==> config.mk <==
export PLATFORM = sky130hd
export DESIGN_NAME = rc_frame_link_keeper
export DESIGN_NICKNAME = d
export VERILOG_FILES = /design/src/rtl/rcflk_pkg.sv /design/src/rtl/rcflk_ctrl.sv /design/src/rtl/rcflk_dp.sv /design/src/rtl/rc_frame_link_keeper.sv
export SDC_FILE = /design/constraint.sdc
export NUM_CORES = 1
export LEC_CHECK = 0
export ABC_AREA = 1
export BUFFER_PORTS_ARGS = -buffer_cell sky130_fd_sc_hd__buf_2
export CAP_MARGIN = 20
export CORE_MARGIN = 2
export CORE_UTILIZATION = 45
export CTS_CLUSTER_DIAMETER = 80
export DETAILED_ROUTE_END_ITERATION = 7
export PLACE_DENSITY_LB_ADDON = 0.08
export RECOVER_POWER = 50
export SLEW_MARGIN = 20
export SYNTH_ARGS = -nofsm -noshare
export SYNTH_HDL_FRONTEND = slang
export SYNTH_SLANG_ARGS = --single-unit
==> constraint.sdc <==
create_clock -name aclk -period 3.9 [get_ports aclk]
set_input_delay 1.17 -clock aclk [delete_from_list [all_inputs] [get_ports aclk]]
set_output_delay 1.17 -clock aclk [all_outputs]
set_load 0.005 [all_outputs]
==> src/rtl/rcflk_pkg.sv <==
// ----------------------------------------------------------------------------
// rcflk_pkg
// Shared types and constants for the radio frame link keeper.
// ----------------------------------------------------------------------------
package rcflk_pkg;

    localparam int FRAME_BYTES = 16;
    localparam int ADDR_W      = 40;
    localparam int POS_W       = $clog2(FRAME_BYTES + 1);
    localparam int IDX_W       = $clog2(FRAME_BYTES);
    localparam int TICK_W      = 16;
    localparam int CFG_IDX_W   = 3;
    localparam int NUM_STICK   = 5;                 // roll, pitch, yaw, throttle, buttons
    localparam int STEP_W      = $clog2(NUM_STICK + 1);

    localparam logic [7:0] HDR_BYTE0    = 8'h01;
    localparam logic [7:0] HDR_BYTE1    = 8'h03;
    localparam logic [7:0] ACK_BYTE1    = 8'h83;
    localparam logic [7:0] ACK_BYTE3    = 8'd11;
    localparam logic [IDX_W-1:0] BUTTON_POS = IDX_W'(8);
    localparam logic [IDX_W-1:0] LAST_IDX   = IDX_W'(FRAME_BYTES - 1);

    localparam logic [ADDR_W-1:0] ACK_ADDR_RST     = '0;
    localparam logic [ADDR_W-1:0] DEFAULT_ADDR_RST = '0;
    localparam logic [TICK_W-1:0] TIMEOUT_RST      = 16'd2000;
    localparam logic [3:0]        THROTTLE_POS_RST = 4'd4;
    localparam logic [3:0]        YAW_POS_RST      = 4'd5;
    localparam logic [3:0]        PITCH_POS_RST    = 4'd6;
    localparam logic [3:0]        ROLL_POS_RST     = 4'd7;

    typedef enum logic [CFG_IDX_W-1:0] {
        CFG_ACK_ADDR     = 3'd0,
        CFG_DEFAULT_ADDR = 3'd1,
        CFG_TIMEOUT      = 3'd2,
        CFG_THROTTLE_POS = 3'd3,
        CFG_YAW_POS      = 3'd4,
        CFG_PITCH_POS    = 3'd5,
        CFG_ROLL_POS     = 3'd6
    } cfg_idx_t;

    typedef enum logic [1:0] {
        KIND_UPDATE = 2'd0,
        KIND_ACK    = 2'd1,
        KIND_LOST   = 2'd2
    } kind_t;

    typedef enum logic {
        OP_BYTE = 1'b0,
        OP_TICK = 1'b1
    } op_t;

    typedef struct packed {
        op_t        op;
        logic [7:0] data_byte;
        logic       frame_start;
    } rcflk_in_t;

    typedef struct packed {
        kind_t             kind;
        logic [7:0]        roll;
        logic [7:0]        pitch;
        logic [7:0]        yaw;
        logic [7:0]        throttle;
        logic [7:0]        buttons;
        logic [7:0]        ack_byte;
        logic              last;
        logic [ADDR_W-1:0] radio_address;
        logic              connected;
    } rcflk_out_t;

    typedef enum logic [2:0] {
        ST_IDLE,
        ST_STICK,
        ST_UPDATE,
        ST_ACK_RD,
        ST_ACK_LD
    } state_t;

    // controller -> datapath
    typedef struct packed {
        logic              accept;      // input transaction this cycle
        logic              rd_en;
        logic              rd_stick;    // idx picks a stick position, else a frame address
        logic [IDX_W-1:0]  idx;
        logic              cap_en;
        logic [STEP_W-1:0] cap_idx;
        logic              load_update;
        logic              load_ack;
        logic              ack_last;
    } dp_cmd_t;

    // datapath -> controller
    typedef struct packed {
        logic frame_ok;
        logic link_lost;
    } dp_stat_t;

endpackage

==> src/rtl/rcflk_ctrl.sv <==
// ----------------------------------------------------------------------------
// rcflk_ctrl
// Sequencer: input handshake, stick reads, update and ack emission, output
// valid.
// ----------------------------------------------------------------------------
module rcflk_ctrl (
    input  logic               aclk,
    input  logic               aresetn,
    input  logic               s_valid,
    output logic               s_ready,
    output logic               m_valid,
    input  logic               m_ready,
    input  rcflk_pkg::dp_stat_t stat,
    output rcflk_pkg::dp_cmd_t  cmd
);
    import rcflk_pkg::*;

    state_t            state_reg, state_next;
    logic [STEP_W-1:0] step_reg, step_next;
    logic [IDX_W-1:0]  ack_idx_reg, ack_idx_next;
    logic              out_valid_reg, out_valid_next;
    logic              out_free;
    logic              load_any;

    assign out_free = !out_valid_reg || m_ready;
    assign m_valid  = out_valid_reg;

    always_ff @(posedge aclk) begin
        if (!aresetn) begin
            state_reg     <= ST_IDLE;
            step_reg      <= '0;
            ack_idx_reg   <= '0;
            out_valid_reg <= 1'b0;
        end else begin
            state_reg     <= state_next;
            step_reg      <= step_next;
            ack_idx_reg   <= ack_idx_next;
            out_valid_reg <= out_valid_next;
        end
    end

    // next state
    always_comb begin
        state_next   = state_reg;
        step_next    = step_reg;
        ack_idx_next = ack_idx_reg;
        unique case (state_reg)
            ST_IDLE: begin
                if (s_valid && out_free && stat.frame_ok) begin
                    state_next = ST_STICK;
                    step_next  = '0;
                end
            end
            ST_STICK: begin
                step_next = step_reg + STEP_W'(1);
                if (step_reg == STEP_W'(NUM_STICK)) begin
                    state_next = ST_UPDATE;
                end
            end
            ST_UPDATE: begin
                if (out_free) begin
                    state_next   = ST_ACK_RD;
                    ack_idx_next = '0;
                end
            end
            ST_ACK_RD: begin
                state_next = ST_ACK_LD;
            end
            ST_ACK_LD: begin
                if (out_free) begin
                    ack_idx_next = ack_idx_reg + IDX_W'(1);
                    state_next   = (ack_idx_reg == LAST_IDX) ? ST_IDLE : ST_ACK_RD;
                end
            end
            default: state_next = ST_IDLE;
        endcase
    end

    // outputs
    always_comb begin
        s_ready     = 1'b0;
        cmd         = '0;
        unique case (state_reg)
            ST_IDLE: begin
                s_ready    = out_free;
                cmd.accept = s_valid && out_free;
            end
            ST_STICK: begin
                cmd.rd_en    = (step_reg != STEP_W'(NUM_STICK));
                cmd.rd_stick = 1'b1;
                cmd.idx      = IDX_W'(step_reg);
                cmd.cap_en   = (step_reg != '0);
                cmd.cap_idx  = step_reg - STEP_W'(1);
            end
            ST_UPDATE: begin
                cmd.load_update = out_free;
            end
            ST_ACK_RD: begin
                cmd.rd_en = 1'b1;
                cmd.idx   = ack_idx_reg;
            end
            ST_ACK_LD: begin
                cmd.idx      = ack_idx_reg;
                cmd.load_ack = out_free;
                cmd.ack_last = (ack_idx_reg == LAST_IDX);
            end
            default: ;
        endcase
    end

    // link-lost results load at the tick's own transaction edge
    assign load_any = cmd.load_update || cmd.load_ack || (cmd.accept && stat.link_lost);

    always_comb begin
        if (load_any) begin
            out_valid_next = 1'b1;
        end else if (m_ready) begin
            out_valid_next = 1'b0;
        end else begin
            out_valid_next = out_valid_reg;
        end
    end

endmodule

==> src/rtl/rcflk_dp.sv <==
// ----------------------------------------------------------------------------
// rcflk_dp
// Datapath: configuration registers, frame store, checksum and link timer,
// result register.
// ----------------------------------------------------------------------------
module rcflk_dp (
    input  logic                                  aclk,
    input  logic                                  aresetn,
    input  logic                                  cfg_valid,
    input  logic [rcflk_pkg::CFG_IDX_W-1:0]       cfg_index,
    input  logic [rcflk_pkg::ADDR_W-1:0]          cfg_data,
    input  rcflk_pkg::rcflk_in_t                  s_data,
    input  rcflk_pkg::dp_cmd_t                    cmd,
    output rcflk_pkg::dp_stat_t                   stat,
    output rcflk_pkg::rcflk_out_t                 m_data
);
    import rcflk_pkg::*;

    logic [ADDR_W-1:0] ack_addr_reg;
    logic [ADDR_W-1:0] default_addr_reg;
    logic [TICK_W-1:0] timeout_reg;
    logic [3:0]        throttle_pos_reg, yaw_pos_reg, pitch_pos_reg, roll_pos_reg;

    logic [POS_W-1:0]  pos_reg, pos_next;
    logic [7:0]        sum_reg, sum_next;
    logic              link_reg, link_next;
    logic [TICK_W-1:0] idle_reg, idle_next;
    logic [ADDR_W-1:0] cur_addr_reg, cur_addr_next;
    logic              ok0_reg, ok1_reg;

    logic [7:0]        frame_mem [FRAME_BYTES];
    logic [7:0]        rd_data_reg;
    logic [IDX_W-1:0]  rd_addr;
    logic [7:0]        stick_reg [NUM_STICK];
    logic [7:0]        ack_sum_reg;
    rcflk_out_t        out_reg, out_next;

    logic [POS_W-1:0]  pos_eff;
    logic [7:0]        sum_eff;
    logic              is_byte, is_tick, byte_wr;
    logic [TICK_W-1:0] idle_inc;
    logic [7:0]        ack_val;
    logic [ADDR_W-1:0] addr_shift;
    logic [2:0]        addr_byte;

    assign is_byte = cmd.accept && (s_data.op == OP_BYTE);
    assign is_tick = cmd.accept && (s_data.op == OP_TICK);
    assign pos_eff = s_data.frame_start ? '0 : pos_reg;
    assign sum_eff = s_data.frame_start ? '0 : sum_reg;
    assign byte_wr = is_byte && (pos_eff < POS_W'(FRAME_BYTES));

    assign idle_inc = (idle_reg == '1) ? idle_reg : idle_reg + TICK_W'(1);

    // a zero timeout fires on the first tick, same as a timeout of one
    assign stat.link_lost = (s_data.op == OP_TICK) && link_reg && (idle_inc >= timeout_reg);
    assign stat.frame_ok  = (s_data.op == OP_BYTE) && (pos_eff == POS_W'(FRAME_BYTES - 1))
                            && ok0_reg && ok1_reg && (s_data.data_byte == sum_eff);

    // configuration
    always_ff @(posedge aclk) begin
        if (!aresetn) begin
            ack_addr_reg     <= ACK_ADDR_RST;
            default_addr_reg <= DEFAULT_ADDR_RST;
            timeout_reg      <= TIMEOUT_RST;
            throttle_pos_reg <= THROTTLE_POS_RST;
            yaw_pos_reg      <= YAW_POS_RST;
            pitch_pos_reg    <= PITCH_POS_RST;
            roll_pos_reg     <= ROLL_POS_RST;
        end else if (cfg_valid) begin
            unique case (cfg_index)
                CFG_ACK_ADDR:     ack_addr_reg     <= cfg_data;
                CFG_DEFAULT_ADDR: default_addr_reg <= cfg_data;
                CFG_TIMEOUT:      timeout_reg      <= cfg_data[TICK_W-1:0];
                CFG_THROTTLE_POS: throttle_pos_reg <= cfg_data[3:0];
                CFG_YAW_POS:      yaw_pos_reg      <= cfg_data[3:0];
                CFG_PITCH_POS:    pitch_pos_reg    <= cfg_data[3:0];
                CFG_ROLL_POS:     roll_pos_reg     <= cfg_data[3:0];
                default: ;
            endcase
        end
    end

    // frame tracking and link state
    always_comb begin
        pos_next      = pos_reg;
        sum_next      = sum_reg;
        link_next     = link_reg;
        idle_next     = idle_reg;
        cur_addr_next = cur_addr_reg;
        if (byte_wr) begin
            pos_next = pos_eff + POS_W'(1);
            if (pos_eff < POS_W'(FRAME_BYTES - 1)) begin
                sum_next = sum_eff + s_data.data_byte;
            end
            if (stat.frame_ok) begin
                idle_next = '0;
                link_next = 1'b1;
            end
        end else if (is_byte) begin
            // surplus byte: only a frame start would have reset the position
            pos_next = pos_eff;
            sum_next = sum_eff;
        end
        if (is_tick) begin
            idle_next = idle_inc;
            if (stat.link_lost) begin
                link_next     = 1'b0;
                cur_addr_next = default_addr_reg;
            end
        end
        if (cmd.load_ack && cmd.ack_last) begin
            cur_addr_next = ack_addr_reg;
        end
        if (cfg_valid && (cfg_index == CFG_DEFAULT_ADDR) && !link_reg) begin
            cur_addr_next = cfg_data;
        end
    end

    always_ff @(posedge aclk) begin
        if (!aresetn) begin
            pos_reg      <= '0;
            sum_reg      <= '0;
            link_reg     <= 1'b0;
            idle_reg     <= '0;
            cur_addr_reg <= DEFAULT_ADDR_RST;
        end else begin
            pos_reg      <= pos_next;
            sum_reg      <= sum_next;
            link_reg     <= link_next;
            idle_reg     <= idle_next;
            cur_addr_reg <= cur_addr_next;
        end
    end

    // header checks at write time
    always_ff @(posedge aclk) begin
        if (byte_wr && pos_eff == POS_W'(0)) begin
            ok0_reg <= (s_data.data_byte == HDR_BYTE0);
        end
        if (byte_wr && pos_eff == POS_W'(1)) begin
            ok1_reg <= (s_data.data_byte == HDR_BYTE1);
        end
    end

    // frame store, one write and one registered read port
    always_comb begin
        rd_addr = cmd.idx;
        if (cmd.rd_stick) begin
            case (cmd.idx)
                IDX_W'(0): rd_addr = roll_pos_reg;
                IDX_W'(1): rd_addr = pitch_pos_reg;
                IDX_W'(2): rd_addr = yaw_pos_reg;
                IDX_W'(3): rd_addr = throttle_pos_reg;
                default:   rd_addr = BUTTON_POS;
            endcase
        end
    end

    always_ff @(posedge aclk) begin
        if (byte_wr) begin
            frame_mem[pos_eff[IDX_W-1:0]] <= s_data.data_byte;
        end
        if (cmd.rd_en) begin
            rd_data_reg <= frame_mem[rd_addr];
        end
    end

    always_ff @(posedge aclk) begin
        if (cmd.cap_en) begin
            stick_reg[cmd.cap_idx] <= rd_data_reg;
        end
    end

    // ack byte selection
    assign addr_byte  = 3'(cmd.idx - IDX_W'(4));
    assign addr_shift = ack_addr_reg >> {addr_byte, 3'b000};

    always_comb begin
        case (cmd.idx) inside
            IDX_W'(0):                     ack_val = HDR_BYTE0;
            IDX_W'(1):                     ack_val = ACK_BYTE1;
            IDX_W'(3):                     ack_val = ACK_BYTE3;
            [IDX_W'(4):IDX_W'(8)]:         ack_val = addr_shift[7:0];
            LAST_IDX:                      ack_val = ack_sum_reg;
            default:                       ack_val = rd_data_reg;   // sequence and echoed bytes
        endcase
    end

    always_ff @(posedge aclk) begin
        if (cmd.load_update) begin
            ack_sum_reg <= '0;
        end else if (cmd.load_ack) begin
            ack_sum_reg <= ack_sum_reg + ack_val;
        end
    end

    // result register
    always_comb begin
        out_next = out_reg;
        if (cmd.accept && stat.link_lost) begin
            out_next               = '0;
            out_next.kind          = KIND_LOST;
            out_next.last          = 1'b1;
            out_next.radio_address = default_addr_reg;
            out_next.connected     = 1'b0;
        end else if (cmd.load_update) begin
            out_next               = '0;
            out_next.kind          = KIND_UPDATE;
            out_next.roll          = stick_reg[0];
            out_next.pitch         = stick_reg[1];
            out_next.yaw           = stick_reg[2];
            out_next.throttle      = stick_reg[3];
            out_next.buttons       = stick_reg[4];
            out_next.last          = 1'b0;
            out_next.radio_address = cur_addr_reg;
            out_next.connected     = 1'b1;
        end else if (cmd.load_ack) begin
            out_next               = '0;
            out_next.kind          = KIND_ACK;
            out_next.ack_byte      = ack_val;
            out_next.last          = cmd.ack_last;
            out_next.radio_address = cur_addr_reg;
            out_next.connected     = 1'b1;
        end
    end

    always_ff @(posedge aclk) begin
        out_reg <= out_next;
    end

    assign m_data = out_reg;

endmodule

==> src/rtl/rc_frame_link_keeper.sv <==
// ----------------------------------------------------------------------------
// rc_frame_link_keeper
// Radio control frame receiver with ack generation and link-loss timer.
// ----------------------------------------------------------------------------
// Frame bytes and millisecond ticks are each taken while the block is idle
// and the result register is free. The last byte of a valid frame starts a
// sequence of 17 results (one control update, then 16 ack bytes); input is
// held off during it. The update reads the frame store, which has one write
// and one registered read port, for the four stick positions and the button
// byte, and each ack byte needs a read and a load. A tick that hits the
// timeout loads its link-lost result in the same cycle. Configuration writes
// are taken every cycle.
// ----------------------------------------------------------------------------
module rc_frame_link_keeper (
    input  logic                              aclk,
    input  logic                              aresetn,
    input  logic                              cfg_valid,
    output logic                              cfg_ready,
    input  logic [rcflk_pkg::CFG_IDX_W-1:0]   cfg_index,
    input  logic [rcflk_pkg::ADDR_W-1:0]      cfg_data,
    input  logic                              s_valid,
    output logic                              s_ready,
    input  rcflk_pkg::rcflk_in_t              s_data,
    output logic                              m_valid,
    input  logic                              m_ready,
    output rcflk_pkg::rcflk_out_t             m_data
);
    import rcflk_pkg::*;

    dp_cmd_t  cmd;
    dp_stat_t stat;

    assign cfg_ready = 1'b1;

    rcflk_ctrl u_ctrl (
        .aclk    (aclk),
        .aresetn (aresetn),
        .s_valid (s_valid),
        .s_ready (s_ready),
        .m_valid (m_valid),
        .m_ready (m_ready),
        .stat    (stat),
        .cmd     (cmd)
    );

    rcflk_dp u_dp (
        .aclk      (aclk),
        .aresetn   (aresetn),
        .cfg_valid (cfg_valid),
        .cfg_index (cfg_index),
        .cfg_data  (cfg_data),
        .s_data    (s_data),
        .cmd       (cmd),
        .stat      (stat),
        .m_data    (m_data)
    );

endmodule

; ---- Word level (Yosys, flattened, before mapping)
; Memory sizes are Yosys's and may differ from the RTL's. A register that Yosys moved wholly into a read port is not among the register bits.
; Cells that the tools add are included.
[totals]
regBits = 295
latchBits = 0
ramBits = 168
mem_bits_ro = 0
inputBits = 58
elab_cells = 182
memories = 2
[memory_table]
columns = name, depth, width, rd, rd_ports_with_merged_regs, write_ports, line_no
row1 = u_dp.frame_mem, 16, 8, 1, 1, 1, rcflk_dp.sv:31  ; logic [7:0] frame_mem [FRAME_BYTES];
row2 = u_dp.stick_reg, 5, 8, 5, 0, 1, rcflk_dp.sv:34  ; logic [7:0] stick_reg [NUM_STICK];
[classes]
add_sub_neg = 8
n_mul = 0
div = 0
order_cmp = 5
n_eq_ne = 28
shifts = 1
n_mux = 54
n_bitwise = 1
n_reduce_logical = 53
[op_table]
columns = operator, count
row1 = 92-bit two-way mux, 2
row2 = 40-bit two-way mux, 4
row3 = 8-bit two-way mux, 9
row4 = 16-bit two-way mux, 4
row5 = 41-bit two-way mux, 1
row6 = 40-bit by 6-bit >> shifter with 8-bit output, 1
row7 = 2-bit AND reduction, 11
row8 = 1-bit logical AND, 18
row9 = 16-bit by 1-bit adder with 16-bit output (second input constant), 1
row10 = 8-bit adder, 2
row11 = 16-bit == test (second input constant), 1
row12 = 16-bit greater-or-equal comparator, 1
row13 = 4-bit two-way mux, 4
row14 = 4-bit case mux with 2 select lines, 2
row15 = 4-bit case mux with 4 select lines, 1
row16 = 3-bit == test (second input constant), 5
row17 = 3-bit two-way mux, 5
row18 = 5-bit two-way mux, 3
row19 = 3-bit case mux with 5 select lines, 1
row20 = 1-bit two-way mux, 14
row21 = 2-bit nonzero test, 7
row22 = 3-bit by 2-bit == test with 1-bit output (second input constant), 4
row23 = 3-bit nonzero test, 4
row24 = 4-bit by 2-bit == test with 1-bit output (second input constant), 2
row25 = other kinds (32), 43

; ---- Logic depth before layout (Yosys ltp)
[logic_depth]
ltp_word = 12
mapped_depth = 31
mapped_depth_nobuf = 30

; ---- Hierarchy
; Synthesis repeated with hierarchy kept, for this count alone.
[unflattened]
hier_cells = 2601
hier_area_um2 = 21712.1
[by_module_without_submodules]
columns = module, instances, cells_per_inst, area_per_inst_um2, seq_area_each_um2
row1 = rcflk_dp, 1, 2487, 20950.1, 11390.9
row2 = rcflk_ctrl, 1, 112, 750.7, 220.2
row3 = rc_frame_link_keeper, 1, 2, 11.3, 0.0

; ---- Worst setup path before layout
; OpenSTA, ideal clock, no wires.
[synth_timing]
kind = register to register
start = register u_dp.idle_reg[0]
end = register u_ctrl.out_valid_reg (netlist: u_ctrl.m_valid)
setup_ps = 123
t_arrival_ps = 3968
required_time_ps = 3777
slack_ps = -191
stages_incl_launch_ff = 22
n_path_buf = 1
cell_sequence = dfxtp_1 ha_1 nand2_1 inv_1 nand2_1 nor3_1 nand2_1 nor4_1 nor2_1 nand2_1 nor2_1 xor2_1 ha_1 a21oi_1 o21ai_0 a21oi_1 nand3_1 nand2_1 clkbuf_1 nand2_1 o21ai_0 inv_1
[synth_between]
elab_chain_len = 7
elab_cells_between_ends = 9
[synth_rtl]
columns = element, line_no
row1 = from (decl), rcflk_dp.sv:27  ; logic [TICK_W-1:0] idle_reg, idle_next;
row2 = from (signal assigned), rcflk_dp.sv:130  ; idle_reg <= idle_next;
row3 = 16-bit by 1-bit adder with 16-bit output or 16-bit == test (tied branches), rcflk_dp.sv:52  ; assign idle_inc = (idle_reg == '1) ? idle_reg : idle_reg + TICK_W'(1);
row4 = 16-bit two-way mux (*), rcflk_dp.sv:52
row5 = 16-bit greater-or-equal comparator (*), rcflk_dp.sv:55  ; assign stat.link_lost = (s_data.op == OP_TICK) && link_reg && (idle_inc >= timeout_reg);
row6 = 1-bit logical AND (*), rcflk_dp.sv:55
row7 = 1-bit logical AND (*), rcflk_ctrl.sv:112  ; assign load_any = cmd.load_update || cmd.load_ack || (cmd.accept && stat.link_lost);
row8 = 1-bit logical OR (*), rcflk_ctrl.sv:112
row9 = 1-bit two-way mux or 2-bit nonzero test (tied branches), --
row10 = to (signal assigned), rcflk_ctrl.sv:38  ; out_valid_reg <= out_valid_next;
row11 = to (decl), rcflk_ctrl.sv:21  ; logic out_valid_reg, out_valid_next;
; Every way passes the cells marked *; elsewhere a longest branch is shown, timed or not.
; A chain may end at the register's enable or synchronous reset.

; ---- Worst setup path after layout
[layout_timing]
start = register u_ctrl.state_reg[1]
end = register u_dp.ack_sum_reg[7]
[layout_between]
elab_chain_len = 10
elab_cells_between_ends = 23
[layout_rtl]
columns = element, line_no
row1 = from (decl), rcflk_ctrl.sv:18  ; state_t state_reg, state_next;
row2 = from (signal assigned), rcflk_ctrl.sv:35  ; state_reg <= state_next;
row3 = 3-bit == test or 3-bit by 2-bit == test with 1-bit output (tied branches), rcflk_ctrl.sv:83  ; unique case (state_reg)
row4 = 2-bit OR reduction (no line), --
row5 = 4-bit case mux with 2 select lines (*), rcflk_ctrl.sv:83
row6 = 3-bit subtractor (tied with other cells), rcflk_dp.sv:175  ; assign addr_byte = 3'(cmd.idx - IDX_W'(4));
row7 = 40-bit by 6-bit >> shifter with 8-bit output (tied with other cells), rcflk_dp.sv:176  ; assign addr_shift = ack_addr_reg >> {addr_byte, 3'b000};
row8 = 8-bit two-way mux (3 in a row), rcflk_dp.sv:179  ; case (cmd.idx) inside
row9 = 8-bit two-way mux (*), rcflk_dp.sv:179
row10 = named net u_dp.ack_val[2], rcflk_dp.sv:42  ; logic [7:0] ack_val;
row11 = 8-bit adder (*), rcflk_dp.sv:193  ; ack_sum_reg <= ack_sum_reg + ack_val;
row12 = to (signal assigned), rcflk_dp.sv:193
row13 = to (decl), rcflk_dp.sv:35  ; logic [7:0] ack_sum_reg;
; The timed path passes the listed nets; every way through them passes the cells marked *.

==> metrics.md <==
| Metric | Value |
|---|---|
| Starting Density | 0.458 |
| Reg-to-reg endpoint | u_dp.ack_sum_reg[7] |
| # nets final | 2591 |
| Cell Rows | 78 |
| Sequential cell area | 11600 um^2 |
| Slew Limit Fails | 168 |
| Fin. Hold Viols | 0 |
| Top cells by area, synth | edfxtp_1, dfxtp_1, a21oi_1 |
| Grt met2 use | 0.379 |
| Critical path's largest stage delay | 0.43 ns |
| Ys async rst share | 0 |
| CTS Root Cell | clkbuf_16 |
| Placed cell count | 3034 |
| Worst setup startpoint | u_ctrl.state_reg[1] |
| Synth Instances | 2338 |
| Worst flop-to-flop path startpoint | u_ctrl.state_reg[1] |
| Post-synthesis sequential area ratio | 0.556 |
| Setup CP Type | register to register |
| Clock sink count | 471 |
| Leading area contributor after synthesis | edfxtp_1 |
| Seq cells post-synth | 471 |
| Total GRT Usage | 0.234 |
| Post-CTS Hold Fix Bufs | 0 |
| Final Cycle Share | 0.925 |
| Actual slew at the worst max-slew pin | 1.73 ns |
| HP Class | register to register |
| Area of the multi-input gates | 7580 um^2 |
| YS warnings | 0 |
| F_max | 277 MHz |
| Synth cell types | 55 |
| Tmin final | 3.61 ns |
| Avg Inst Size Synth | 8.93 um^2 |
| Number of synthesized flops with an enable pin | 218 |
| Final GP Congestion | 0.859 |
| Max-Cap Viols | 1 |
| # port buffers | 151 |
| GRT Residual Overflow | 0 |
| Yosys top cell area share | 0.314 |
| Status | complete, but fails checks |
| Die X-Extent | 219 um |
| Worst rel slew slack | -0.153 |
| CTS tree | done |
| Post-DR wirelength/cell | 18.1 um |
| P_leak | 9.67 nW |
| Vias | 16600 |
| First-pass GRT wire length | 87500 um |
| Final std cells w/o fill | 3136 |
| Syn Std Cell Area | 20900 um^2 |
| Setup crit end kind | register |
| Initial antenna violation count | 3 |
| Worst setup endpoint | u_dp.ack_sum_reg[7] |
| Clk_lat worst skew | 0.60 ns |
| Ys flop type | dfxtp_1 |
| Hold WS | 0.454 ns |
| Vias per cell | 5.29 |
| Layout cells sized above 1 | 0.112 |
| Reg clk slew, reported paths | 0.06 ns |
| Core Footprint | 45600 um^2 |
| Worst Path Required | 4.43 ns |
| Final setup fails | 0 |
| Largest net degree at the start of global routing | 168 |
| Filler cells | 4218 |
| Die H | 219 um |
| Slowest cell on crit path | dfxtp_2 |
| Post-DRT Antenna Nets | 0 |
| Final WL | 56700 um |
| Gr busiest metal | met2 |
| Met3 usage | 0.0416 |
| Die area | 48100 um^2 |
| Most used cell along the critical path | nor2_1 |
| Met1 Usage GRT | 0.315 |
| Count leader, synth | nand2_1 |
| Pwr/cell area | 444 nW/um^2 |
| Worst Path Arrival | 4.14 ns |
| Vias in the first global route | 15800 |
| Io pins | 153 |
| Clock buffer depth | 3 |
| CTS HTree Levels | 2 |
| Top post-synthesis cells by count | nand2_1, inv_1, a21oi_1, dfxtp_1, o21ai_0 |
| DP Wirelength | 37200 um |
| DRC viols | 0 |
| Crit path max fanout | 9 |
| Reg2Reg Setup Slack | 0.29 ns |
| Syn_nets | 2439 |
| Peak VDD IR | 0.323 mV |
| DR iter-0 viols | 1336 |
| Area growth syn-to-layout | 15.5% |
| Post-route clock skew | 0.0197 ns |
| Cts bufs inserted | 51 |
| Startpoint type of the worst setup path | register |
| Failing checks | max-capacitance violations, max-slew violations |
| Max reg flops | 128 |
| Worst reg2reg path depth | 27 |
| Initial DRT Pass Iterations | 6 |
area by class of cell:
| class | instances | share of cell area |
|---|---|---|
| inverter | 323 | 0.0503 |
| sequential | 471 | 0.482 |
| clock inverter | 27 | 0.0125 |
| tap | 600 | 0.0311 |
| timing repair buffer | 224 | 0.0517 |
| antenna | 3 | 0.000311 |
| multi-input combinational | 1419 | 0.314 |
| clock buffer | 69 | 0.0583 |
cell usage in the layout (no fill, tap or decap), types with 6 or more instances in the layout:
| cell | count |
|---|---|
| a21oi_1 | 290 |
| a31oi_1 | 44 |
| a32o_1 | 40 |
| buf_2 | 85 |
| buf_4 | 55 |
| bufinv_16 | 6 |
| clkbuf_1 | 88 |
| clkbuf_16 | 52 |
| clkinv_1 | 11 |
| clkinv_2 | 7 |
| dfxtp_1 | 250 |
| edfxtp_1 | 218 |
| ha_1 | 41 |
| inv_1 | 309 |
| inv_2 | 11 |
| nand2_1 | 341 |
| nand2_2 | 11 |
| nand3_1 | 155 |
| nand3b_1 | 25 |
| nand4_1 | 11 |
| nor2_1 | 117 |
| nor2_2 | 6 |
| nor2_4 | 6 |
| nor3_1 | 15 |
| o211ai_1 | 14 |
| o21ai_0 | 220 |
| o22ai_1 | 10 |
| or2_2 | 7 |
| xor2_1 | 12 |
timing repair:
action / 4_1_cts / 5_1_grt
endpoints found under the hold margin: 0 / 0
resized for setup: 0 / 15
setup endpoints to repair: 0 / 132
setup buffers: 0 / 3
layer usage:
metal / share of wire / vias to the layer above
li1: - / 8287
met1: 0.45 / 7785
met2: 0.47 / 426
met3: 0.053 / 106
met4: 0.029 / 0
met5: 0 / -
critical path: cells and delay by family, from the launching register on:
kind	cells	cell delay (ns)
AND/OR/NAND/NOR	20	2.01
AO/OA/AOI/OAI	3	0.44
flip-flops	1	0.43
buffers and inverters	3	0.36
adder cells (fa/ha/maj)	1	0.33
power breakdown:
part / switching [mW] / internal [mW]
clock network: 1.98 / 2.93
logic: 0.312 / 0.173
registers: 0.0695 / 5.26
total: 2.36 / 8.36
metrics by stage:
step	setup slack [ns]	setup TNS [ns]	util	instance area (um^2)	total power, mW
floorplan	0.190	0	-	20900	5.70
global placement	0.191	0	0.493	22500	5.92
detailed placement	0.0849	0	0.493	22500	5.93
CTS	0.0616	0	0.530	24200	10.8
global route	-0.000946	-0.000946	0.529	24100	11.1
finish	0.292	0	0.529	24100	10.7
logic make-up (layout without fill, tap and decap cells):
| group | count (synthesis) | after routing | share of synthesized area |
|---|---|---|---|
| compound gates | 646 | 646 | 0.174 |
| other cells | 1 | 4 | 0.000180 |
| xor+xnor | 15 | 15 | 0.00629 |
| flops | 471 | 471 | 0.556 |
| fa+ha+maj | 43 | 43 | 0.0265 |
| buf+inv | 448 | 643 | 0.0850 |
| simple gates | 714 | 714 | 0.152 |
how the worst min path moves through the flow:
stage	startpoint	to	slack [ns]	cells after the start
after global routing	u_dp.stick_reg[4][5]	u_dp.m_data[55]	0.47	1
final	u_dp.stick_reg[4][2]	u_dp.m_data[52]	0.45	1
after CTS	u_dp.m_data[91]	u_dp.m_data[91]	0.46	2
after detailed placement	u_dp.stick_reg[3][3]	u_dp.m_data[61]	0.44	1
after floorplan	u_dp.stick_reg[4][0]	u_dp.m_data[50]	0.43	1
after global placement	u_dp.m_data[90]	u_dp.m_data[90]	0.43	2
No activity file was read; power rests on OpenSTA's default activity.
